--- src/rtl/sphere_pair_collision_resolve_unit_defines.svh ---
// assertion macros for the sphere pair collision resolve unit
`ifndef SPHERE_PAIR_COLLISION_RESOLVE_UNIT_DEFINES_SVH
`define SPHERE_PAIR_COLLISION_RESOLVE_UNIT_DEFINES_SVH

// same-cycle implication, checked outside reset
`define SPCR_ASSERT_NOW(lbl, ante, cons, msg) \
    lbl: assert property (@(posedge clk) disable iff (!rst_n) (ante) |-> (cons)) \
        else $error(msg);

// next-cycle implication, checked outside reset
`define SPCR_ASSERT_NEXT(lbl, ante, cons, msg) \
    lbl: assert property (@(posedge clk) disable iff (!rst_n) (ante) |=> (cons)) \
        else $error(msg);

`endif

--- src/rtl/spcr_dly.sv ---
// enabled delay line that keeps side data aligned with a pipelined unit
`default_nettype none

module spcr_dly #(
    parameter int W = 8,
    parameter int N = 4
) (
    input  logic         clk,
    input  logic         adv,
    input  logic [W-1:0] din,
    output logic [W-1:0] dout
);

    logic [W-1:0] dly_reg [N];

    // shift one stage per advance
    always_ff @(posedge clk)
    begin
        if (adv)
        begin
            dly_reg[0] <= din;
            for (int i = 1; i < N; i++)
            begin
                dly_reg[i] <= dly_reg[i-1];
            end
        end
    end

    assign dout = dly_reg[N-1];

endmodule

`default_nettype wire

--- config.mk ---
export PLATFORM = sky130hd
export DESIGN_NAME = spcr_dly
export DESIGN_NICKNAME = d
export VERILOG_FILES = /design/src/rtl/sphere_pair_collision_resolve_unit_defines.svh /design/src/rtl/spcr_dly.sv
export SDC_FILE = /design/constraint.sdc
export NUM_CORES = 1
export LEC_CHECK = 0
export BUFFER_PORTS_ARGS = -buffer_cell sky130_fd_sc_hd__buf_2
export CAP_MARGIN = 20
export CORE_MARGIN = 5
export CORE_UTILIZATION = 52
export CTS_CLUSTER_DIAMETER = 40
export DETAILED_ROUTE_END_ITERATION = 10
export PLACE_DENSITY_LB_ADDON = 0.3
export SLEW_MARGIN = 20
export SYNTH_ARGS = -nofsm -noshare
export SYNTH_HDL_FRONTEND = slang
export SYNTH_SLANG_ARGS = --single-unit
--- constraint.sdc ---
create_clock -name clk -period 1.05 [get_ports clk]
set_input_delay 0.0525 -clock clk [delete_from_list [all_inputs] [get_ports clk]]
set_output_delay 0.0525 -clock clk [all_outputs]
set_load 0.005 [all_outputs]
== After elaboration in Yosys (flattened, before gate mapping) ==
Memory sizes are Yosys's and may differ from the RTL's.
Cells that the tools add are included.

* Bits in registers: 0
* Bits in latches: 0
* Memory bits (writable): 32
* Memory bits (read-only): 0
* Output and inout bits: 8
* Logic and storage cells: 3
* Memories kept: 1

* Add/subtract/negate cells: 0
* $mul: 0
* Div/mod/pow operators: 0
* Magnitude comparators: 0
* Eq/ne operators: 0
* Shift-type cells: 0
* Muxes and demuxes: 2
* Bitwise operators: 0
* Reductions and logical operators: 0

{| class="wikitable"
|+ Memory list
! memory !! depth !! width !! rd ports !! clocked after memory_dff !! write ports !! RTL line !! source
|-
| dly_reg || 4 || 8 || 4 || 0 || 4 || spcr_dly.sv:14 || <nowiki>logic [W-1:0] dly_reg [N];</nowiki>
|}

{| class="wikitable"
|+ Operator list
! operator !! number
|-
| $mux 1 || 2
|}

== Depth between registers and ports, before layout ==
* Word-level depth: 2
* Depth in mapped cells: 0
* Depth with buffers taken out: 0

== Worst setup path after synthesis ==
OpenSTA, ideal clock, no wires.

* Path kind: reg2reg
* From: mem dly_reg[0][0]
* To: mem dly_reg[1][0], data pin
* Library setup time: 0.266 ns
* Arrival: 0.323 ns
* Setup slack: 0.461 ns
* Cell stages (with the launch flop): 1
* Path buffers: 0
* Period minus slack after synthesis: 0.589 ns
* Cells stage by stage: edfxtp_1

{| class="wikitable"
|+ RTL lines
! item !! RTL line
|-
| start, declared || spcr_dly.sv:14
|}

==> report_table.html <==
<table>
<tr><th>Metric</th><th>Value</th></tr>
<tr><th colspan="2">Yosys</th></tr>
<tr><td>Netlist Area Pre-Place</td><td>961 sq um</td></tr>
<tr><td>Avg Inst Size Synth</td><td>30.0 sq um</td></tr>
<tr><td>Number of nets in the synthesized netlist</td><td>42</td></tr>
<tr><td>Register area share after synthesis</td><td>1.00</td></tr>
<tr><td>Number of cells produced by synthesis</td><td>32</td></tr>
<tr><td>Synthesis warning total</td><td>0</td></tr>
<tr><td>Total of flip-flops plus latches after synthesis</td><td>32</td></tr>
<tr><td>Count of cell types in the netlist</td><td>1</td></tr>
<tr><th colspan="2">Timing</th></tr>
<tr><td>Final critical path time including I/O delays and setup</td><td>859 ps</td></tr>
<tr><td>RSZ-0062 raised after global routing</td><td>false</td></tr>
<tr><td>Period utilisation layout</td><td>0.818</td></tr>
<tr><td>Final setup violation count</td><td>0</td></tr>
<tr><td>Max transition margin</td><td>0.875</td></tr>
<tr><td>FMAX</td><td>1160 MHz</td></tr>
<tr><td>Pins Over Slew Limit</td><td>0</td></tr>
<tr><td>Clock skew</td><td>7.34 ps</td></tr>
<tr><td>Tightest Pin Transition</td><td>188 ps</td></tr>
<tr><td>Final sum of negative setup slack</td><td>0 ps</td></tr>
<tr><td>Final count of hold timing violations</td><td>0</td></tr>
<tr><th colspan="2">Global routing</th></tr>
<tr><td>Global-route wire length before repair</td><td>1850 um</td></tr>
<tr><td>Overflow left after global routing</td><td>0</td></tr>
<tr><td>Met2 Use GR</td><td>0.163</td></tr>
<tr><td>Vias in the first global route</td><td>405</td></tr>
<tr><td>Global Route met1 Usage</td><td>0.106</td></tr>
<tr><td>GRT Max-Usage Layer</td><td>met2</td></tr>
<tr><td>Pin count of the biggest net entering global routing</td><td>18</td></tr>
<tr><td>Global-route track usage on met3</td><td>0.0704</td></tr>
<tr><td>Total Routing Usage GR</td><td>0.103</td></tr>
<tr><td>Initial antenna violation count</td><td>0</td></tr>
<tr><th colspan="2">Floorplanning</th></tr>
<tr><td>Chip height</td><td>53.0 um</td></tr>
<tr><td>Core ar.</td><td>1750 sq um</td></tr>
<tr><td>DIE AREA</td><td>2810 sq um</td></tr>
<tr><td>Boundary Pins</td><td>18</td></tr>
<tr><td>Placement Rows</td><td>15</td></tr>
<tr><td>Initial core utilization</td><td>0.551</td></tr>
<tr><td>Die boundary width</td><td>53.0 um</td></tr>
<tr><th colspan="2">Final layout</th></tr>
<tr><td>Area of combinational cells with multiple inputs</td><td>0 sq um</td></tr>
<tr><td>Final layout net count</td><td>76</td></tr>
<tr><td>Multi-input combinational gate total</td><td>0</td></tr>
<tr><td>Core Util, Final</td><td>0.705</td></tr>
<tr><td>Number of inserted diodes</td><td>0</td></tr>
<tr><td>Flip-flop count of the largest register, all copies and words added</td><td>32</td></tr>
<tr><td>Share of layout cells above drive strength 1</td><td>0.364</td></tr>
<tr><td>Area Growth Syn to Fin</td><td>28.0%</td></tr>
<tr><th colspan="2">Worst setup path</th></tr>
<tr><td>Critical Path Stages</td><td>1</td></tr>
<tr><td>Cell-by-cell listing of the critical path</td><td>buf_2</td></tr>
<tr><td>CP required</td><td>1000 ps</td></tr>
<tr><td>Critical Path Max Stage Delay</td><td>370 ps</td></tr>
<tr><td>Category of the worst setup path capture point</td><td>output pin</td></tr>
<tr><td>R2R cell count</td><td>0</td></tr>
<tr><td>Startpoint-to-endpoint class of the critical path</td><td>register to output pin</td></tr>
<tr><td>Launching element type of the critical path</td><td>register</td></tr>
<tr><td>Critical-path cell with the highest stage delay</td><td>edfxtp_1</td></tr>
<tr><td>Maximum fanout along the worst path</td><td>1</td></tr>
<tr><td>Top delay family on crit path</td><td>flip-flops</td></tr>
<tr><td>Buf/Inv on CP</td><td>1</td></tr>
<tr><td>Worst EP arrival</td><td>810 ps</td></tr>
<tr><th colspan="2">Routing</th></tr>
<tr><td>Number of optimization iterations in the first detailed-route pass</td><td>4</td></tr>
<tr><td>Final routed DRC violation total</td><td>0</td></tr>
<tr><td>WL/cell</td><td>12.5 um</td></tr>
<tr><td>Via count</td><td>407</td></tr>
<tr><td>Antenna Violating Nets Remaining</td><td>0</td></tr>
<tr><td>Vias per inst</td><td>4.47</td></tr>
<tr><td>Wirelength, routed</td><td>1140 um</td></tr>
<tr><td>Initial detailed-routing violation count</td><td>9</td></tr>
<tr><th colspan="2">Clock tree</th></tr>
<tr><td>CTS clock-pin slew for the worst setup and hold paths</td><td>90 ps</td></tr>
<tr><td>Clock tree from TritonCTS</td><td>done</td></tr>
<tr><td>Number of CTS-inserted buffers</td><td>5</td></tr>
<tr><td>Buffer levels on the longest clock path</td><td>2</td></tr>
<tr><td>Latest clock arrival within the worst-skew pair</td><td>310 ps</td></tr>
<tr><td>Number of H-tree branching levels</td><td>2</td></tr>
<tr><td>Sink count of the clock tree</td><td>32</td></tr>
<tr><td>Clk Tree Root Cell</td><td>clkbuf_4</td></tr>
<tr><th colspan="2">Min path</th></tr>
<tr><td>Depth of the worst hold-timing path</td><td>2</td></tr>
<tr><td>Path type of the worst min-delay path</td><td>input pin to register</td></tr>
<tr><th colspan="2">Power and ir drop</th></tr>
<tr><td>Leakage</td><td>0.000454 uW</td></tr>
<tr><td>Max IR drop VDD</td><td>1110 uV</td></tr>
<tr><td>Power Dens Cells</td><td>1780 nW/um^2</td></tr>
<tr><th colspan="2">Placed design</th></tr>
<tr><td>Estimated wirelength of the detail-placed design</td><td>664 um</td></tr>
<tr><td>GP Congestion</td><td>0.597</td></tr>
<tr><td>Total of buffers placed on input and output ports</td><td>17</td></tr>
<tr><th colspan="2">Run status</th></tr>
<tr><td>Run status</td><td>completed</td></tr>
<tr><th colspan="2">Job</th></tr>
<tr><td>Max_cap viols</td><td>0</td></tr>
</table>
## what timing repair did
item                                   in CTS  in global routing
hold buffers                                8                  0
setup buffers                               0                  0
endpoints found under the hold margin       8                  0
gates resized for setup                     0                  0
## cell usage after synthesis
library cell,n,share of area
edfxtp_1,32,1.0
## per-layer routing
layer,part of all wire,up-vias
met5,0,-
met4,0.0088,0
met3,0.15,2
met2,0.47,25
met1,0.37,183
li1,-,197
## cell type report
cell class | instances | area [sq um]
clock inverters | 2 | 7.51
clock buffers | 5 | 37.5
repair buffers | 27 | 193
well taps | 25 | 31.3
fillers | 108 | 515
flip-flops and latches | 32 | 961
## final timing paths
path / from / end / slack [ps]
worst max-delay path: dly_reg[3][7] / dout[7] / 190
worst min-delay path: adv / dly_reg[0][6] / 150
worst max register to register: dly_reg[1][6] / dly_reg[2][6] / 410
worst min register to register: dly_reg[2][1] / dly_reg[3][1] / 420
## through the flow
stage	area (sq um)	hold slack [ps]	std cells	total power (uW)	worst slack (ps)
floorplan	961	151	32	1550	461
global placement	1100	231	76	1610	359
detailed placement	1100	231	76	1620	338
CTS	1230	132	91	2200	173
global route	1230	131	91	2300	144
finish	1230	148	91	2180	191
## layout by cell type, fill, tap and decap left out
cell / instances
buf_4: 1
edfxtp_1: 32
buf_12: 1
dlygate4sd3_1: 8
buf_2: 17
clkinv_1: 2
clkbuf_4: 5
## cell families after synthesis
group	synth area share
DFF	1.00
## report_power, final
| part | switching (uW) | internal (uW) | total, uW |
|---|---|---|---|
| Sequential | 19.3 | 1500 | 1520 |
| Combinational | 39.8 | 51.7 | 91.4 |
| Clock | 337 | 233 | 570 |
(Power assumes the default switching activity.)
