### src/rtl/sphere_pair_collision_resolve_unit_defines.svh
// assertion macros for the sphere pair collision resolve unit
`ifndef SPHERE_PAIR_COLLISION_RESOLVE_UNIT_DEFINES_SVH
`define SPHERE_PAIR_COLLISION_RESOLVE_UNIT_DEFINES_SVH

// same-cycle implication, checked outside reset
`define SPCR_ASSERT_NOW(lbl, ante, cons, msg) \
    lbl: assert property (@(posedge clk) disable iff (!rst_n) (ante) |-> (cons)) \
        else $error(msg);

// next-cycle implication, checked outside reset
`define SPCR_ASSERT_NEXT(lbl, ante, cons, msg) \
    lbl: assert property (@(posedge clk) disable iff (!rst_n) (ante) |=> (cons)) \
        else $error(msg);

`endif

### src/rtl/spcr_pkg.sv
// types, constants and helper functions of the sphere pair collision resolve unit
`default_nettype none

package spcr_pkg;

    // component format
    localparam int CW         = 21;
    localparam int FIELD_W    = 63;
    localparam int RAD_W      = 20;
    localparam int NORM_BITS  = 16;
    localparam int REST_BITS  = 8;
    localparam int REST_W     = 9;
    localparam logic [REST_W-1:0] REST_RESET = 9'd205;

    // internal widths
    localparam int DW         = CW + 1;             // center difference, relative velocity
    localparam int SQ_W       = 2 * CW;             // squared distance when overlapping
    localparam int SQ_STEPS   = CW;                 // one root bit per stage
    localparam int DIV_STEPS  = NORM_BITS + 1;      // quotient bits of the normal
    localparam int NW         = NORM_BITS + 2;      // signed normal component
    localparam int PIPE_DEPTH = 3 + SQ_STEPS + DIV_STEPS + 6;

    typedef struct packed {
        logic [FIELD_W-1:0] pos_a;
        logic [FIELD_W-1:0] vel_a;
        logic [RAD_W-1:0]   radius_a;
        logic [FIELD_W-1:0] pos_b;
        logic [FIELD_W-1:0] vel_b;
        logic [RAD_W-1:0]   radius_b;
    } in_item_t;

    typedef struct packed {
        logic [FIELD_W-1:0] new_pos_a;
        logic [FIELD_W-1:0] new_vel_a;
        logic [FIELD_W-1:0] new_pos_b;
        logic [FIELD_W-1:0] new_vel_b;
        logic               collided;
    } out_item_t;

    // side data carried alongside the square root
    typedef struct packed {
        logic               col;
        logic [2:0][DW-1:0] d;
        logic [2:0][DW-1:0] vrel;
        logic [CW-1:0]      rsum;
        in_item_t           io;
    } root_side_t;

    // side data carried alongside the dividers
    typedef struct packed {
        logic               col;
        logic [2:0]         neg;
        logic [2:0][DW-1:0] vrel;
        logic [CW-1:0]      pen;
        in_item_t           io;
    } div_side_t;

    // signed component k of a packed vector
    function automatic logic signed [CW-1:0] get_comp(input logic [FIELD_W-1:0] f,
                                                      input int unsigned k);
        return $signed(f[k*CW +: CW]);
    endfunction

    // divide by 2^k, round to nearest, ties away from zero
    function automatic logic signed [47:0] rnd_shift(input logic signed [47:0] x,
                                                     input int unsigned k);
        logic [47:0] mag;
        mag = x[47] ? 48'(-x) : 48'(x);
        mag = (mag + (48'd1 << (k - 1))) >> k;
        return x[47] ? -$signed(mag) : $signed(mag);
    endfunction

    // clamp to the component range
    function automatic logic [CW-1:0] sat_comp(input logic signed [31:0] v);
        logic signed [31:0] hi;
        logic signed [31:0] lo;
        hi = 32'sd1 <<< (CW - 1);
        lo = -hi;
        hi = hi - 32'sd1;
        if (v > hi)
            return hi[CW-1:0];
        else if (v < lo)
            return lo[CW-1:0];
        else
            return v[CW-1:0];
    endfunction

endpackage

`default_nettype wire

### src/rtl/spcr_isqrt.sv
// pipelined integer square root, one root bit per stage
`default_nettype none

module spcr_isqrt import spcr_pkg::*; (
    input  logic            clk,
    input  logic            adv,
    input  logic [SQ_W-1:0] val,
    output logic [CW-1:0]   root
);

    logic [CW+2:0]   rem_reg  [SQ_STEPS];
    logic [CW-1:0]   root_reg [SQ_STEPS];
    logic [SQ_W-1:0] val_reg  [SQ_STEPS];

    for (genvar g = 0; g < SQ_STEPS; g++)
    begin : g_stage
        logic [CW+2:0]   rem_prv;
        logic [CW-1:0]   root_prv;
        logic [SQ_W-1:0] val_prv;
        logic [CW+2:0]   rem_sh;
        logic [CW+2:0]   trial;
        logic            ge;

        if (g == 0)
        begin : g_first
            assign rem_prv  = '0;
            assign root_prv = '0;
            assign val_prv  = val;
        end
        else
        begin : g_next
            assign rem_prv  = rem_reg[g-1];
            assign root_prv = root_reg[g-1];
            assign val_prv  = val_reg[g-1];
        end

        // bring down the next bit pair and try the next root bit
        always_comb
        begin
            rem_sh = {rem_prv[CW:0], val_prv[2*(SQ_STEPS-1-g) +: 2]};
            trial  = {1'b0, root_prv, 2'b01};
            ge     = (rem_sh >= trial);
        end

        always_ff @(posedge clk)
        begin
            if (adv)
            begin
                rem_reg[g]  <= ge ? (rem_sh - trial) : rem_sh;
                root_reg[g] <= {root_prv[CW-2:0], ge};
                val_reg[g]  <= val_prv;
            end
        end
    end

    assign root = root_reg[SQ_STEPS-1];

endmodule

`default_nettype wire

### config.mk
export PLATFORM = sky130hd
export DESIGN_NAME = spcr_isqrt
export DESIGN_NICKNAME = d
export VERILOG_FILES = /design/src/rtl/sphere_pair_collision_resolve_unit_defines.svh /design/src/rtl/spcr_pkg.sv /design/src/rtl/spcr_isqrt.sv
export SDC_FILE = /design/constraint.sdc
export NUM_CORES = 1
export LEC_CHECK = 0
export BUFFER_PORTS_ARGS = -buffer_cell sky130_fd_sc_hd__buf_2
export CORE_ASPECT_RATIO = 0.8
export CORE_MARGIN = 2
export CORE_UTILIZATION = 43
export CTS_CLUSTER_DIAMETER = 100
export DETAILED_ROUTE_END_ITERATION = 10
export SLEW_MARGIN = 0
export SYNTH_ARGS = -nofsm -noshare
export SYNTH_HDL_FRONTEND = slang
export SYNTH_SLANG_ARGS = --single-unit
### constraint.sdc
create_clock -name clk -period 5.1 [get_ports clk]
set_clock_uncertainty 0.1 [all_clocks]
set_input_delay 1.275 -clock clk [delete_from_list [all_inputs] [get_ports clk]]
set_output_delay 1.275 -clock clk [all_outputs]
set_load 0.02 [all_outputs]
---- Word level (Yosys, flattened, before mapping) ----
Memory sizes are Yosys's and may differ from the RTL's.
Cells that the tools add are included.
Widths: inputs -> output; s select.
word-level totals
  output and inout bits ................... 21
  word-level logic and storage cells ...... 68
  memories ................................ 3
  register bits after elaboration ......... 0
  bits of input ports ..................... 44
  RAM bits ................................ 1827
cells by class
  mux-type cells .......................... 23
  $add $sub $neg .......................... 21
  magnitude comparators ................... 21
memories
  name      depth  width  read ports  clocked after Yosys merged registers in  wr ports  RTL line          RTL
  val_reg   21     42     20          0                                        21        spcr_isqrt.sv:13  logic [SQ_W-1:0] val_reg [SQ_STEPS];
  rem_reg   21     24     20          0                                        21        spcr_isqrt.sv:11  logic [CW+2:0] rem_reg [SQ_STEPS];
  root_reg  21     21     21          0                                        21        spcr_isqrt.sv:12  logic [CW-1:0] root_reg [SQ_STEPS];
operator list
  cell                 count
  $mux 24              21
  $ge 24x23->1         20
  $sub 24x23->24       20
  $sub 2x1->3 const B  1
  $ge 2x1->1 const B   1
  $mux 1               2

---- Depth between registers and ports, before layout ----
Gate-level depths: netlist of the first run.
An unclocked memory read counts as a cell.
  depth after elaboration ................. 3
  gate-level depth with buffers ........... 12
  depth with buffers taken out ............ 11

---- Worst setup path before layout of the first run ----
No wires, ideal clock.
  path kind ............................... register to register
  start point ............................. memory rem_reg[4][25] (netlist bit)
  end point ............................... memory rem_reg[4][65] (netlist bit), data pin
  arrival time ............................ 2.554 ns
  cell stages (with the launch flop) ...... 11
  setup slack ............................. 2.176 ns
  buffers on the path ..................... 2
  period minus slack after synthesis ...... 2.924 ns
  cells stage by stage .................... edfxtp_1 > ha_1 > o21ai_0 > a21oi_1 > o22a_1 > a221o_1 > a22oi_1 > and4b_1 > buf_2 > buf_1 > o21ai_0
RTL lines
  element      RTL line
  from (decl)  spcr_isqrt.sv:11

==> run_results.csv, run 1 <==
group,metric,value,unit
die,dieArea,116100,sq um
min_path,holdPathStages,0,
global_routing,antenna_found_initial,1,
drt,totalWireLength,83.80,mm
yosys,syn_inst,3697,
timing,hold_viol_final,0,
min_path,min_from,"val_reg[1][21]$_DFFE_PP_",
final_layout,drive_above_1_share,0.08259,
setup_path,r2r_start,"rem_reg[2][24]$_DFFE_PP_",
place,gp_congestion,0.8696,
yosys,synth_area_leaders,"edfxtp_1 65%, ha_1 6.5%, xor2_1 3.2%",
final_layout,syn2layout_area_growth,12.39,%
die,rows,110,
run_status,run_status,"complete, no violations",
die,die_h,305.1,microns
setup_path,worstRegToRegCells,9,
final_layout,largest_reg_flops,420,
drt,via_count,27640,
yosys,synthDistinctLibCells,83,
timing,timing.final.ws_setup,1.361,ns
cts,clk_pin_slew_worst_paths,0.06,ns
final_layout,antennaDiodeCount,0,
min_path,hold_path_class,"reg -> reg",
drt,via_per_inst,5.074,
global_routing,grt_pass1_vias,26580,
setup_path,cp_max_fo,30,
cts,clk_latency,0.70,ns
cts,post_cts.repair.setup_buffers,0,
cts,cts_inserted_buffers,109,
setup_path,slowest_stage,"and2_1",
timing,period_needed,3.739,ns
global_routing,grt_pass1_wl,138.9,mm
die,die_x,380.4,microns
yosys,ys_ff_latch,1063,
place,place.detailed.hpwl,59.99,mm
global_routing,grt_start_max_net_pins,103,
final_layout,fin_nets,4142,
yosys,async_flop_share,0,
cts,clk_path_buf_depth,3,
place,place_area,51110,sq um
yosys,syn-cell-area,48740,sq um
setup_path,slowest_delay,0.81,ns
timing,finalMaxSlewViolations,0,
timing,max_freq,267.5,MHz
yosys,postSynthAreaPerCell,13.18,sq um
final_layout,fillerInstances,9780,
setup_path,crit_arrival,4.06,ns
global_routing,track_usage,0.1452,
timing,worst_pin_slew,1.073,ns
timing,rsz0062_at_grt,"false",
final_layout,layout_common_cells,"1063 x edfxtp_1, 303 x inv_1, 273 x nand2_1",
timing,slew-limit-headroom,0.2846,
setup_path,startpoint,"rem_reg[2][24]$_DFFE_PP_",
place,pre_cts_ws,1.467,ns
cts,cts_sinks,1063,
timing,fin_setup_tns,0,ns
yosys,syn-num-nets,3994,
yosys,yosys_warnings,0,
drt,drc,0,
final_layout,multiInputGateArea,15450,sq um
timing,hold_slack,0.3027,ns
pwr,fin_total_pwr,23390,uW
pwr,p_per_area,426.9,nW/um^2
drt,wl_per_cell,15.39,microns
place,port_buffers,64,
final_layout,seq_area,31920,sq um
setup_path,crit_type,"reg -> reg",
drt,drt_iter0_drc,2264,
drt,ant_nets,0,
pwr,ir_drop,266.0,uV
die,fp.coreArea,112400,sq um
flow_run,drv_cap,0,
drt,first_pass_iters,6,
pwr,leakagePower,0.02086,uW
die,pin_count,65,
yosys,synth_edf_count,1063,
setup_path,end_kind,"flip-flop",
yosys,yosysTopAreaCell,"edfxtp_1",
timing,fin_crit_sh,0.7331,
cts,cts-htree-levels,3,
die,initial_core_util,0.4335,
final_layout,layout_commonest_cell,"edfxtp_1",
yosys,seq_area_frac_synth,0.6549,
final_layout,final_area,54780,sq um
yosys,yosysTopAreaCellShare,0.6549,
setup_path,crit_chain,"ha_1 -> nor2b_1 -> o21ai_0 -> nand2b_1 -> a31oi_1 -> o221a_2 -> and2_1 -> nor2_1 -> mux2_2",
cts,ctsResizeCount,0,
yosys,synth_ff_type,"edfxtp_1",
timing,finalSetupViolCount,0,
cts,clock-root-buffer,"clkbuf_16",
setup_path,critPathRequiredTime,5.42,ns
cts,cts_tree,"done",
cts,holdBufCountCts,0,
global_routing,overflow,0,
setup_path,start_kind,"flip-flop",
[kinds of logic (layout without fill, tap and decap cells)]
logic type,count (synthesis),count (layout),synth area share
flops,1063,1063,0.6549
simple gates,945,945,0.09485
compound gates,707,707,0.09023
buf+inv,367,605,0.02849
xor+xnor,325,325,0.05840
fa+ha+maj,253,253,0.06495
mux,36,36,0.008112
other cells,1,1,0.00007694
[worst paths after layout]
check / slack (ns) / to
worst max-delay path: 1.36 / rem_reg[2][63]$_DFFE_PP_
worst min-delay path: 0.30 / val_reg[1][63]$_DFFE_PP_
worst min register to register: 0.30 / val_reg[1][63]$_DFFE_PP_
worst max register to register: 1.36 / rem_reg[2][63]$_DFFE_PP_
[report_power, final]
group	switching [uW]	total, uW	leakage, uW	internal [uW]
Clock	3270	8050	0.00177	4790
Sequential	555	11500	0.0102	10900
Combinational	2210	3860	0.00890	1650
Total	6030	23400	0.0209	17400
[Yosys cell counts, types with 7 or more instances]
cell type and n:
a211o_1 7, a211oi_1 18, a21boi_0 8, a21o_1 70
a21oi_1 191, a221o_1 7, a31oi_1 21, and2_1 11
and3_1 22, clkbuf_1 49, edfxtp_1 1063, ha_1 253
inv_1 303, mux2_2 28, mux2i_1 8, nand2_1 273
nand2b_1 50, nand3_1 54, nand3b_1 8, nand4_1 27
nor2_1 228, nor2b_1 30, nor3_1 86, nor3b_1 11
nor4_1 48, nor4b_1 8, o2111ai_1 8, o211ai_1 11
o21a_1 45, o21ai_0 210, o21ai_1 10, o21bai_1 17
o31ai_1 24, or2_2 14, or3_1 36, or4_1 17
xnor2_1 149, xor2_1 176
[per-layer routing]
layer  vias to the layer above  part of all wire  GRT usage  wire length, microns
met4                         0             0.021    0.04024                  1767
met3                       129             0.060    0.03046                  5054
met2                       581              0.40     0.2021                 33500
met1                     12950              0.52     0.2273                 43480
met5                         -                 0          0                     0
li1                      13980                 -          -                     -
[stage by stage]
stage,util,cells
2_1_floorplan,-,3697
3_3_place_gp,0.4545,5246
3_5_place_dp,0.4545,5246
4_1_cts,0.4872,5447
5_1_grt,0.4872,5447
6_report,0.4872,5447
[area by class of cell]
type	instances	share of cell area
inverters	307	0.02104
clock inverters	75	0.01615
multi-input cells	2267	0.2820
well taps	1512	0.03453
clock buffers	126	0.05096
flip-flops and latches	1063	0.5827
repair buffers	97	0.01261
[critical path: cells and delay by family, from the launching register on]
kind / cells / cell delay (ns)
AOI/OAI and AO/OA: 3 / 1.10
adders and majority gates: 1 / 0.36
DFF: 1 / 0.40
muxes: 1 / 0.29
and+or+nand+nor: 4 / 1.20
(Power assumes the default switching activity.)
==> run 2: changes to the inputs <==
- clock period: 5.1 -> 3.9 ns (I/O delays scaled with it)
==> run 2 against run 1 <==
Compared with the run above:
- power up 31%
- sequential power is 30% higher
- routed wire length is 3.0% higher
- global-route usage increased by 0.46 points
- worst hold slack improved by 0.012 ns
- die area stayed put
- cell area rose by 0.66%
- sequential share of layout area decreased by 0.38 points
- register-to-register slack lost 0.95 ns
==> run_results.csv, run 2 (synthesis gave the netlist of run 1 again) <==
group,metric,value,unit
run_status,run_status,"complete, no violations",
cts,clk_latency,0.71,ns
drt,drc,0,
final_layout,largest_reg_flops,420,
cts,clock-root-buffer,"clkbuf_16",
timing,slew-limit-headroom,0.4541,
pwr,p_per_area,556.6,nW/um^2
final_layout,final_area,55140,sq um
place,port_buffers,64,
timing,fin_setup_tns,0,ns
drt,via_count,27840,
timing,finalSetupViolCount,0,
setup_path,end_kind,"flip-flop",
final_layout,final_util,0.4904,
die,rows,110,
final_layout,drive_above_1_share,0.09068,
place,place_area,51490,sq um
drt,wl_per_cell,15.77,microns
setup_path,cp_max_fo,30,
die,pin_count,65,
cts,ctsResizeCount,0,
die,die_h,305.1,microns
timing,worst_pin_slew,0.7982,ns
setup_path,start_kind,"flip-flop",
global_routing,track_usage,0.1498,
final_layout,fillerInstances,9730,
cts,cts_tree,"done",
final_layout,layout_common_cells,"1063 x edfxtp_1, 303 x inv_1, 273 x nand2_1",
timing,rsz0062_at_grt,"false",
global_routing,grt_start_max_net_pins,106,
final_layout,antennaDiodeCount,0,
timing,max_freq,286.7,MHz
drt,via_per_inst,5.088,
global_routing,overflow,0,
die,fp.coreArea,112400,sq um
min_path,hold_path_class,"reg -> reg",
die,initial_core_util,0.4335,
global_routing,antenna_found_initial,2,
flow_run,drv_cap,0,
final_layout,fin_nets,4170,
final_layout,syn2layout_area_growth,13.13,%
timing,finalMaxSlewViolations,0,
place,gp_congestion,0.8554,
pwr,fin_total_pwr,30690,uW
cts,cts-htree-levels,3,
timing,hold_viol_final,0,
cts,cts_sinks,1063,
pwr,leakagePower,0.02107,uW
cts,clk_pin_slew_worst_paths,0.06,ns
die,dieArea,116100,sq um
timing,fin_crit_sh,0.8943,
global_routing,grt_pass1_wl,141.7,mm
final_layout,layout_commonest_cell,"edfxtp_1",
cts,cts_inserted_buffers,107,
pwr,ir_drop,400.6,uV
drt,first_pass_iters,5,
place,place.detailed.hpwl,61.59,mm
drt,drt_iter0_drc,2001,
cts,clk_path_buf_depth,3,
die,die_x,380.4,microns
drt,totalWireLength,86.30,mm
cts,post_cts.repair.setup_buffers,0,
place,placed_cells_incl_taps,5276,
cts,holdBufCountCts,0,
drt,ant_nets,0,
setup_path,critPathRequiredTime,4.29,ns
final_layout,final_cells,5471,
global_routing,grt_pass1_vias,26660,
timing,period_needed,3.488,ns
setup_path,crit_type,"reg -> reg",
setup_path,crit_arrival,3.87,ns
==> run 2: changes by cell type in the layout (fill, tap and decap cells not counted), sizes merged <==
cell,delta
clkinvlp,-2
buf,+30
inv,+4
clkinv,-7
bufinv,-1
==> run 2: where the power goes <==
part	switching (uW)	leakage (uW)	internal, uW
clock	4370	0.00178	6200
combinational	2890	0.00910	2210
sequential	753	0.0102	14300
==> run 2: final cells by class <==
type,count,area (sq um),area share
sequential,1063,31920,0.5789
clock buffer,126,2791,0.05062
inverter,307,1152,0.02090
multi-input combinational,2267,15450,0.2802
timing repair buffer,127,1079,0.01956
tap,1512,1892,0.03431
clock inverter,69,855.8,0.01552
==> run 2: final timing paths <==
| check | startpoint | endpoint | slack (ns) | cells after the start |
|---|---|---|---|---|
| min | val_reg[0][50]$_DFFE_PP_ | val_reg[0][92]$_DFFE_PP_ | 0.31 | 0 |
| max | rem_reg[3][49]$_DFFE_PP_ | rem_reg[3][80]$_DFFE_PP_ | 0.41 | 10 |
| min reg2reg | val_reg[0][50]$_DFFE_PP_ | val_reg[0][92]$_DFFE_PP_ | 0.31 | 0 |
| max reg2reg | rem_reg[3][49]$_DFFE_PP_ | rem_reg[3][80]$_DFFE_PP_ | 0.41 | 10 |
==> run 2: per-stage QoR <==
stage	hold slack, ns	worst slack (ns)
floorplan	0.3003	0.9758
global placement	0.3004	0.5667
detailed placement	0.3045	0.4788
CTS	0.2507	0.4807
global route	0.2673	0.1868
finish	0.3146	0.4121
==> run 2: worst max-delay path, cell delays in order (launching register included) <==
cell and delay [ns]:
edfxtp_1 0.39, ha_1 0.39, o21ai_0 0.29, a21oi_1 0.16
o31ai_1 0.48, buf_4 0.21, o21ai_0 0.18, and2_1 0.27
nor2_2 0.19, buf_12 0.21, mux2_2 0.35
==> run 2: layer usage <==
metal	track usage	routed length (microns)	vias to the layer above	share of wire
met3	0.03184	4845	123	0.056
met5	0	0	-	0
li1	-	-	14010	-
met1	0.2379	45410	13140	0.53
met4	0.03830	1682	0	0.019
met2	0.2057	34360	564	0.40
