**src/rtl/sphere_pair_collision_resolve_unit_defines.svh**
```systemverilog
// assertion macros for the sphere pair collision resolve unit
`ifndef SPHERE_PAIR_COLLISION_RESOLVE_UNIT_DEFINES_SVH
`define SPHERE_PAIR_COLLISION_RESOLVE_UNIT_DEFINES_SVH

// same-cycle implication, checked outside reset
`define SPCR_ASSERT_NOW(lbl, ante, cons, msg) \
    lbl: assert property (@(posedge clk) disable iff (!rst_n) (ante) |-> (cons)) \
        else $error(msg);

// next-cycle implication, checked outside reset
`define SPCR_ASSERT_NEXT(lbl, ante, cons, msg) \
    lbl: assert property (@(posedge clk) disable iff (!rst_n) (ante) |=> (cons)) \
        else $error(msg);

`endif

```
**src/rtl/spcr_pkg.sv**
```systemverilog
// types, constants and helper functions of the sphere pair collision resolve unit
`default_nettype none

package spcr_pkg;

    // component format
    localparam int CW         = 21;
    localparam int FIELD_W    = 63;
    localparam int RAD_W      = 20;
    localparam int NORM_BITS  = 16;
    localparam int REST_BITS  = 8;
    localparam int REST_W     = 9;
    localparam logic [REST_W-1:0] REST_RESET = 9'd205;

    // internal widths
    localparam int DW         = CW + 1;             // center difference, relative velocity
    localparam int SQ_W       = 2 * CW;             // squared distance when overlapping
    localparam int SQ_STEPS   = CW;                 // one root bit per stage
    localparam int DIV_STEPS  = NORM_BITS + 1;      // quotient bits of the normal
    localparam int NW         = NORM_BITS + 2;      // signed normal component
    localparam int PIPE_DEPTH = 3 + SQ_STEPS + DIV_STEPS + 6;

    typedef struct packed {
        logic [FIELD_W-1:0] pos_a;
        logic [FIELD_W-1:0] vel_a;
        logic [RAD_W-1:0]   radius_a;
        logic [FIELD_W-1:0] pos_b;
        logic [FIELD_W-1:0] vel_b;
        logic [RAD_W-1:0]   radius_b;
    } in_item_t;

    typedef struct packed {
        logic [FIELD_W-1:0] new_pos_a;
        logic [FIELD_W-1:0] new_vel_a;
        logic [FIELD_W-1:0] new_pos_b;
        logic [FIELD_W-1:0] new_vel_b;
        logic               collided;
    } out_item_t;

    // side data carried alongside the square root
    typedef struct packed {
        logic               col;
        logic [2:0][DW-1:0] d;
        logic [2:0][DW-1:0] vrel;
        logic [CW-1:0]      rsum;
        in_item_t           io;
    } root_side_t;

    // side data carried alongside the dividers
    typedef struct packed {
        logic               col;
        logic [2:0]         neg;
        logic [2:0][DW-1:0] vrel;
        logic [CW-1:0]      pen;
        in_item_t           io;
    } div_side_t;

    // signed component k of a packed vector
    function automatic logic signed [CW-1:0] get_comp(input logic [FIELD_W-1:0] f,
                                                      input int unsigned k);
        return $signed(f[k*CW +: CW]);
    endfunction

    // divide by 2^k, round to nearest, ties away from zero
    function automatic logic signed [47:0] rnd_shift(input logic signed [47:0] x,
                                                     input int unsigned k);
        logic [47:0] mag;
        mag = x[47] ? 48'(-x) : 48'(x);
        mag = (mag + (48'd1 << (k - 1))) >> k;
        return x[47] ? -$signed(mag) : $signed(mag);
    endfunction

    // clamp to the component range
    function automatic logic [CW-1:0] sat_comp(input logic signed [31:0] v);
        logic signed [31:0] hi;
        logic signed [31:0] lo;
        hi = 32'sd1 <<< (CW - 1);
        lo = -hi;
        hi = hi - 32'sd1;
        if (v > hi)
            return hi[CW-1:0];
        else if (v < lo)
            return lo[CW-1:0];
        else
            return v[CW-1:0];
    endfunction

endpackage

`default_nettype wire

```
**src/rtl/spcr_div.sv**
```systemverilog
// pipelined restoring divider for one normal component, one quotient bit per stage
`default_nettype none

module spcr_div import spcr_pkg::*; (
    input  logic                 clk,
    input  logic                 adv,
    input  logic [CW-1:0]        mag,
    input  logic [CW-1:0]        den,
    output logic [DIV_STEPS-1:0] quo
);

    logic [CW-1:0]        rem_reg [DIV_STEPS];
    logic [CW-1:0]        den_reg [DIV_STEPS];
    logic [DIV_STEPS-1:0] quo_reg [DIV_STEPS];

    for (genvar g = 0; g < DIV_STEPS; g++)
    begin : g_stage
        logic [CW-1:0]        rem_prv;
        logic [CW-1:0]        den_prv;
        logic [DIV_STEPS-1:0] quo_prv;
        logic                 nbit;
        logic [CW:0]          rem_sh;
        logic                 ge;

        // the magnitude is never above the divisor, so the top bits start below it
        if (g == 0)
        begin : g_first
            assign rem_prv = {1'b0, mag[CW-1:1]};
            assign den_prv = den;
            assign quo_prv = '0;
            assign nbit    = mag[0];
        end
        else
        begin : g_next
            assign rem_prv = rem_reg[g-1];
            assign den_prv = den_reg[g-1];
            assign quo_prv = quo_reg[g-1];
            assign nbit    = 1'b0;
        end

        // shift in the next dividend bit and subtract when it fits
        always_comb
        begin
            rem_sh = {rem_prv, nbit};
            ge     = (rem_sh >= {1'b0, den_prv});
        end

        always_ff @(posedge clk)
        begin
            if (adv)
            begin
                rem_reg[g] <= ge ? CW'(rem_sh - {1'b0, den_prv}) : rem_sh[CW-1:0];
                den_reg[g] <= den_prv;
                quo_reg[g] <= {quo_prv[DIV_STEPS-2:0], ge};
            end
        end
    end

    assign quo = quo_reg[DIV_STEPS-1];

endmodule

`default_nettype wire

```
**config.mk**
```make
export PLATFORM = sky130hd
export DESIGN_NAME = spcr_div
export DESIGN_NICKNAME = d
export VERILOG_FILES = /design/src/rtl/sphere_pair_collision_resolve_unit_defines.svh /design/src/rtl/spcr_pkg.sv /design/src/rtl/spcr_div.sv
export SDC_FILE = /design/constraint.sdc
export NUM_CORES = 1
export LEC_CHECK = 0
export ABC_CLOCK_PERIOD_IN_PS = 5400
export BUFFER_PORTS_ARGS = -buffer_cell sky130_fd_sc_hd__buf_2
export CORE_MARGIN = 2
export CORE_UTILIZATION = 45
export CTS_BUF_LIST = sky130_fd_sc_hd__clkbuf_4
export CTS_CLUSTER_DIAMETER = 200
export CTS_CLUSTER_SIZE = 28
export DETAILED_ROUTE_END_ITERATION = 7
export GPL_TIMING_DRIVEN = 1
export PLACE_DENSITY = 0.64
export SLEW_MARGIN = 30
export SYNTH_ARGS = -nofsm -noshare
export SYNTH_HDL_FRONTEND = slang
export SYNTH_SLANG_ARGS = --single-unit
```
**constraint.sdc**
```tcl
create_clock -name clk -period 5.4 [get_ports clk]
set_clock_uncertainty 0.15 [all_clocks]
set_input_delay 0.54 -clock clk [delete_from_list [all_inputs] [get_ports clk]]
set_output_delay 0.54 -clock clk [all_outputs]
set_load 0.01 [all_outputs]
```
# Word level (Yosys, flattened, before mapping)
# Memories as Yosys holds them, arrays and structs flattened.
# Cells that the tools add are included.
[totals]
regBits = 0
mem_bits_rw = 1003
input_bits = 44
output_inout_bits = 17
wordCells = 56
mem_count = 3
[memory_table]
columns = ["memory", "depth", "word_bits", "read_ports", "rd_clocked_by_memory_dff", "write_ports", "line_no", "rtl"]
rows = [
  ["den_reg", 17, 21, 16, 0, 17, "spcr_div.sv:13", "logic [CW-1:0] den_reg [DIV_STEPS];"],
  ["rem_reg", 17, 21, 16, 0, 17, "spcr_div.sv:12", "logic [CW-1:0] rem_reg [DIV_STEPS];"],
  ["quo_reg", 17, 17, 17, 0, 17, "spcr_div.sv:14", "logic [DIV_STEPS-1:0] quo_reg [DIV_STEPS];"],
]
[op_classes]
add_sub_neg = 17
n_lt_le_gt_ge = 17
n_mux = 19
[ops]
columns = ["op", "count"]
rows = [
  ["two-way mux 21 bit", 17],
  ["subtractor 21 bit", 17],
  ["greater-or-equal comparator 22 x 21 -> 1 bit", 16],
  ["greater-or-equal comparator 21 bit", 1],
  ["two-way mux 1 bit", 2],
]

# Logic depth before layout (Yosys ltp)
# Gate-level depths: netlist of run 1.
# An unclocked memory read counts as a cell.
[depth]
ltp_word = 3
ltp_mapped = 14

# Least setup slack after synthesis of run 1
# Ideal clock, no wire load.
[synth_path]
kind = "reg2reg"
start = "memory rem_reg[0][1]"
end = "memory rem_reg[1][14] (netlist: rem_reg[0][35]) (data pin)"
setup_time_ps = 260
t_arrival_ps = 2932
t_required_ps = 4990
setup_slack_ps = 2058
path_stages_with_launch = 12
period_less_slack_ps = 3342
path_cell_list = "edfxtp_1 ha_1 nor2b_1 o31a_1 o21ai_2 a211oi_1 o21a_1 or3_1 a31o_2 a211oi_4 buf_6 mux2_2"
[synth_rtl]
columns = ["item", "line_no"]
rows = [
  ["start: declaration", "spcr_div.sv:12"],
]

==> results.toml, run 1 <==
[synthesis]
synth_edf_count = 825
synth_top_area_share_pct = 54.0
synth-seq-cells = 825
ys.flop_type = "edfxtp_1"
synth-seq-area-share_pct = 54.0
yosysTopAreaCell = "edfxtp_1"
synth_fp_nets = 4303
synthDistinctLibCells = 79
async_reset_ff_share_pct = 0
ys.warnings.count = 0
synthTopCellsByArea = "edfxtp_1 54%, ha_1 9.7%, mux2_2 4.7%"
netlist_area_um2 = 45900
synthCells = 3887
synth.avg_cell_area_um2 = 11.8

[clock_tree]
cts-root-buf = "clkbuf_4"
cts_tree = "built"
postCtsSetupBuffers = 0
cts.sinks = 825
clk_pin_slew_ns = 0.29
htreeDepth = 2
cts_buffers = 35
cts_resized = 0
insertion_delay_ns = 0.94
cts_max_path_buffers = 3
ctsHoldBuffers = 43

[setup_path]
worstPathCellList = "ha_1 -> a21o_1 -> a21o_1 -> a2111oi_0 -> o21ai_0 -> a22oi_1 -> o21ai_0 -> a21oi_1 -> o21a_1 -> buf_4 -> mux2_2"
r2r_cells = 11
r2r_start = "rem_reg[0][69]"
required_ns = 5.94
rrSetupSlack_ns = 1.34
setup.worst_path.end_class = "flop"
rr_endpoint = "rem_reg[0][98]"
arrival_ns = 4.60
startpoint_type = "flop"
slowest_stage = "edfxtp_1"
crit_end = "rem_reg[0][98]"
cpPeakStageDelay_ns = 0.47
startpoint = "rem_reg[0][69]"
path_max_fanout = 22
worstSetupPathType = "reg -> reg"

[timing]
setup-tns-final_ns = 0
rsz0062_at_grt = "false"
finalCritPeriodShare_pct = 75.2
final_max_slew_viol_count = 0
fin_crit_ns = 4.06
hold_viol_final = 0
tightest_slew_ns = 1.11
setup_violations = 0
setup_slack_ns = 1.34
slew_headroom_pct = 25.2
max_freq_ghz = 0.246

[pwr]
seq_power_share_pct = 41.1
p_comb_share_pct = 50.4
worst_ir_drop_vdd_mv = 0.224
p_leak_uw = 0.0196
clkPwrFrac_pct = 8.5
power.internal_uw = 15700
switching_share_pct = 37.9
total_power_uw = 25300
p_per_area_nw_per_um2 = 518
power.switching_uw = 9580

[routing]
vias = 28700
drtIter0Drc = 1969
wl_per_cell_um = 17.0
firstDrtPassIters = 8
ant_nets = 0
drc = 1
drt_wl_total_mm = 91.5
vias_per_cell = 5.35

[floorplanning]
die-area_um2 = 104000
core_um2 = 101000
initial_core_util_pct = 45.2
die_w_um = 323
die_y_um = 323
ios = 61
core.rowCount = 117

[grt]
grt_max_degree = 120
grt_usage_pct = 17.5
antenna_found_initial = 3
grt_pass1_wl_mm = 147
globalRoute.totalOverflow = 0
grt_pass1_vias = 28000

[place]
place_hpwl_mm = 69.5
pre_cts_ws_ns = 1.34
gp_congestion = 0.884
port_buffers = 60
placed_cells = 5282

[min_path]
min_path_type = "in -> reg"
hold_depth = 2

[status]
status = "finished, violations left"
violations = "design-rule violations"

[layout]
stdcell_count = 5369
syn2layout_area_growth_pct = 6.28
final_nets = 4411
layout-drive-gt1-share_pct = 9.13
n_fill_cell = 9121

[run]
maxCapViolations = 0
==> synthesized netlist by cell type, types with 58 or more instances <==
| cell type | number |
|---|---|
| edfxtp_1 | 825 |
| inv_1 | 450 |
| ha_1 | 356 |
| nand2_1 | 244 |
| o21ai_0 | 239 |
| a21oi_1 | 226 |
| mux2_2 | 193 |
| nor2_1 | 177 |
| xnor2_1 | 162 |
| a21o_1 | 129 |
| xor2_1 | 109 |
| nor2b_1 | 61 |
| nand3_1 | 58 |
==> per-stage QoR <==
| stage | hold slack (ns) | utilization, % | area [um2] |
|---|---|---|---|
| 6_report | 0.157 | 48.0 | 48700 |
| 5_1_grt | 0.0584 | 48.0 | 48700 |
| 4_1_cts | 0.0350 | 48.0 | 48700 |
| 3_5_place_dp | 0.255 | 47.3 | 48000 |
| 3_3_place_gp | 0.250 | 47.3 | 47900 |
| 2_1_floorplan | 0.250 | - | 45900 |
==> power by group through the flow <==
stage	clock network (uW)	logic, uW	registers, uW
CTS	2260	12700	10400
detailed placement	0	12600	10600
global route	2460	14300	10600
floorplan	0	10000	10100
finish	2140	12700	10400
global placement	0	12400	10600
==> final cells by class <==
| class | instances | area [um2] | area share, % |
|---|---|---|---|
| Sequential cell | 825 | 24800 | 50.8 |
| Clock buffer | 35 | 263 | 0.539 |
| Antenna cell | 3 | 7.51 | 0.0154 |
| Inverter | 450 | 1690 | 3.47 |
| Tap cell | 1368 | 1710 | 3.51 |
| Timing Repair Buffer | 136 | 1070 | 2.19 |
| Clock inverter | 5 | 62.6 | 0.128 |
| Multi-Input combinational cell | 2547 | 19200 | 39.3 |
==> routing by layer <==
layer | global-route usage [%] | vias to the layer above | part of all wire [%]
li1 | - | 14400 | -
met5 | 0 | - | 0.022
met3 | 1.80 | 120 | 4.0
met4 | 4.79 | 2 | 2.5
met2 | 31.2 | 475 | 50
met1 | 22.7 | 13800 | 44
==> worst min path at each step <==
stage / startpoint / end / slack (ns)
after floorplan: quo_reg[0][85] / quo_reg[0][103] / 0.25
after global placement: quo_reg[0][211] / quo_reg[0][229] / 0.25
after detailed placement: quo_reg[0][87] / quo_reg[0][105] / 0.25
after CTS: den[6] / den_reg[0][6] / 0.04
after global routing: den[6] / den_reg[0][6] / 0.06
final: den[7] / den_reg[0][7] / 0.16
==> worst max-delay path, delay by kind of cell (launching register included) <==
family | cells | cell delay, ns
mux | 1 | 0.39
compound gates | 8 | 2.10
buf+inv | 1 | 0.32
flops | 1 | 0.47
fa+ha+maj | 1 | 0.37
==> cells in the final DEF (no fill, tap or decap), types with 12 or more instances in the layout <==
cell,count
nand3_1,58
nor3_1,57
mux2_2,193
nor4_1,12
o21a_1,51
nand2b_1,43
o31a_1,14
ha_1,356
or3_1,15
inv_1,450
buf_4,26
o211ai_1,13
and2_1,15
fa_1,16
a21boi_0,15
xor2_1,109
and3_1,20
dlygate4sd3_1,43
o21bai_1,32
o21ai_0,237
a31oi_1,31
a21oi_1,225
nor2b_1,61
nand4_1,40
edfxtp_1,825
clkbuf_4,35
buf_2,59
a211oi_1,26
a21o_1,129
xnor2_1,162
mux2i_1,19
nor2_1,177
or2_2,12
nand2_1,244
o31ai_1,27
==> cells by family after synthesis <==
kind of cell               count (synthesis)  share of synthesized area (%)
xor gates and xnor gates                 271                           5.18
adders and majority gates                372                           10.4
AOI/OAI and AO/OA                        911                           12.7
muxes                                    213                           5.18
DFF                                      825                           54.0
buffers and inverters                    515                           4.35
and+or+nand+nor                          780                           8.15
(Power assumes the default switching activity.)
==> run 2, diff against run 1 <==
Settings changed: ABC_CLOCK_PERIOD_IN_PS 5400 to 3700, PLACE_DENSITY 0.64 to 0.66.
Clock period 5.4 ns to 3.7 ns, I/O delays scaled along.
==> run 2 against run 1 <==
Net effect:
- combinational power grew 52%
- critical endpoint is now rem_reg[0][7]
- the flow now finishes without violations
- critical path depth is 4 higher
- die area stayed put
- non-clock buffer count increased by 91
- design area grew 2.0%
- largest power group unchanged
- core utilization up 0.95 points
- sequential share of layout area decreased by 0.98 points
==> results.toml, run 2 (synthesis gave the netlist of run 1 again) <==
[status]
status = "finished, final reports clean"

[min_path]
hp-start = "mag[4]"
hold_depth = 3
min_to = "rem_reg[0][4]"
min_path_type = "in -> reg"

[pwr]
worst_ir_drop_vdd_mv = 0.302
p_leak_uw = 0.0201
total_power_uw = 37600
p_per_area_nw_per_um2 = 756

[timing]
tightest_slew_ns = 0.801
slew_headroom_pct = 46.6
finalCritPeriodShare_pct = 97.7
fin_crit_ns = 3.62
setup_violations = 0
max_freq_ghz = 0.276
hold_viol_final = 0
final_max_slew_viol_count = 0
setup-tns-final_ns = 0
setup_slack_ns = 0.0833

[routing]
met3WireLength_mm = 2.58
ant_nets = 0
vias_per_cell = 5.39
drt-met1-wl_mm = 38.6
wl_met2_mm = 48.0
drc = 0
firstDrtPassIters = 5
drt_wl_total_mm = 92.4
vias = 29400
wl_per_cell_um = 16.9
drtIter0Drc = 1887
maxUsedRoutingLayer = "met5"

[clock_tree]
cts-root-buf = "clkbuf_4"
cts_max_path_buffers = 3
cts.sinks = 825
htreeDepth = 2
cts_buffers = 35
cts_tree = "built"
insertion_delay_ns = 0.96
clk_pin_slew_ns = 0.27

[setup_path]
rrSetupSlack_ns = 0.13
r2r_start = "den_reg[0][2]"
rr_endpoint = "rem_reg[0][32]"
startpoint_type = "input port"
setup.worst_path.end_class = "flop"
required_ns = 4.29
r2r_cells = 13
worstSetupPathType = "in -> reg"
arrival_ns = 4.21
path_max_fanout = 20

[run]
maxCapViolations = 0

[place]
gp_congestion = 0.932
pre_cts_ws_ns = 0.0593
place_area_um2 = 48500
placed_cells = 5333
port_buffers = 60
place_hpwl_mm = 69.6

[layout]
syn2layout_area_growth_pct = 8.37
stdcell_count = 5460
seqCellArea_um2 = 24800
layout_common_cells = "825 x edfxtp_1, 450 x inv_1, 354 x ha_1, 244 x nand2_1, 230 x o21ai_0"
final_common_cell = "edfxtp_1"
n_fill_cell = 8982
layout-drive-gt1-share_pct = 10.3
multi_input_area_um2 = 19200
design_area_um2 = 49700
final_nets = 4502

[floorplanning]
initial_core_util_pct = 45.2
core.rowCount = 117
ios = 61
core_um2 = 101000
die-area_um2 = 104000
die_y_um = 323
die_w_um = 323

[grt]
grt_pass1_wl_mm = 149
grt_max_degree = 135
globalRoute.totalOverflow = 0
grt_pass1_vias = 29300
grt_usage_pct = 17.7
antenna_found_initial = 4
run 2: power breakdown:
part	switching (uW)	internal, uW	total (uW)
clock	2570	533	3110
sequential	1370	13800	15200
combinational	10100	9160	19300
total	14000	23500	37600
run 2: per-stage QoR:
| stage | hold slack (ns) | utilization, % |
|---|---|---|
| finish | 0.148 | 49.0 |
| global route | 0.0544 | 49.0 |
| CTS | 0.00789 | 48.9 |
| detailed placement | 0.255 | 47.8 |
| global placement | 0.251 | 47.8 |
| floorplan | 0.250 | - |
run 2: per-layer routing:
metal,GRT usage (%),vias to the layer above
li1,-,14500
met1,20.9,14200
met2,33.3,521
met3,1.63,176
met4,6.33,2
met5,0,-
run 2: worst max-delay path by stage:
stage | slack (ns) | depth (start not counted) | from | to
after global routing | -0.02 | 13 | den_reg[0][2] | rem_reg[0][34]
after global placement | 0.19 | 11 | rem_reg[0][211] | rem_reg[0][233]
after CTS | 0.03 | 11 | rem_reg[0][111] | rem_reg[0][131]
final | 0.08 | 15 | mag[15] | rem_reg[0][7]
after detailed placement | 0.06 | 11 | rem_reg[0][111] | rem_reg[0][145]
after floorplan | 0.36 | 11 | rem_reg[0][1] | rem_reg[0][35]
run 2: timing repair:
item | 4_1_cts | 5_1_grt
endpoints found under the setup margin | 0 | 97
setup buffers | 0 | 5
hold buffers | 78 | 0
resized for setup | 0 | 14
hold endpoints to repair | 437 | 0
run 2: cell type report:
| type | count | area share [%] |
|---|---|---|
| Clock inverter | 3 | 0.101 |
| Clock buffer | 36 | 0.544 |
| Inverter | 450 | 3.40 |
| Antenna cell | 4 | 0.0201 |
| Sequential cell | 825 | 49.8 |
| Tap cell | 1368 | 3.44 |
| Timing Repair Buffer | 227 | 4.05 |
| Multi-Input combinational cell | 2547 | 38.6 |
run 2: critical path, stage by stage:
cell           delay (ns)
dlygate4sd3_1        0.54
buf_2                0.14
ha_1                 0.38
inv_1                0.17
o21bai_1             0.10
a21o_1               0.19
a21o_1               0.18
a21o_1               0.19
or3b_1               0.42
a31o_2               0.23
nand2_1              0.13
inv_1                0.06
buf_4                0.22
mux2_2               0.30
dlygate4sd3_1        0.57
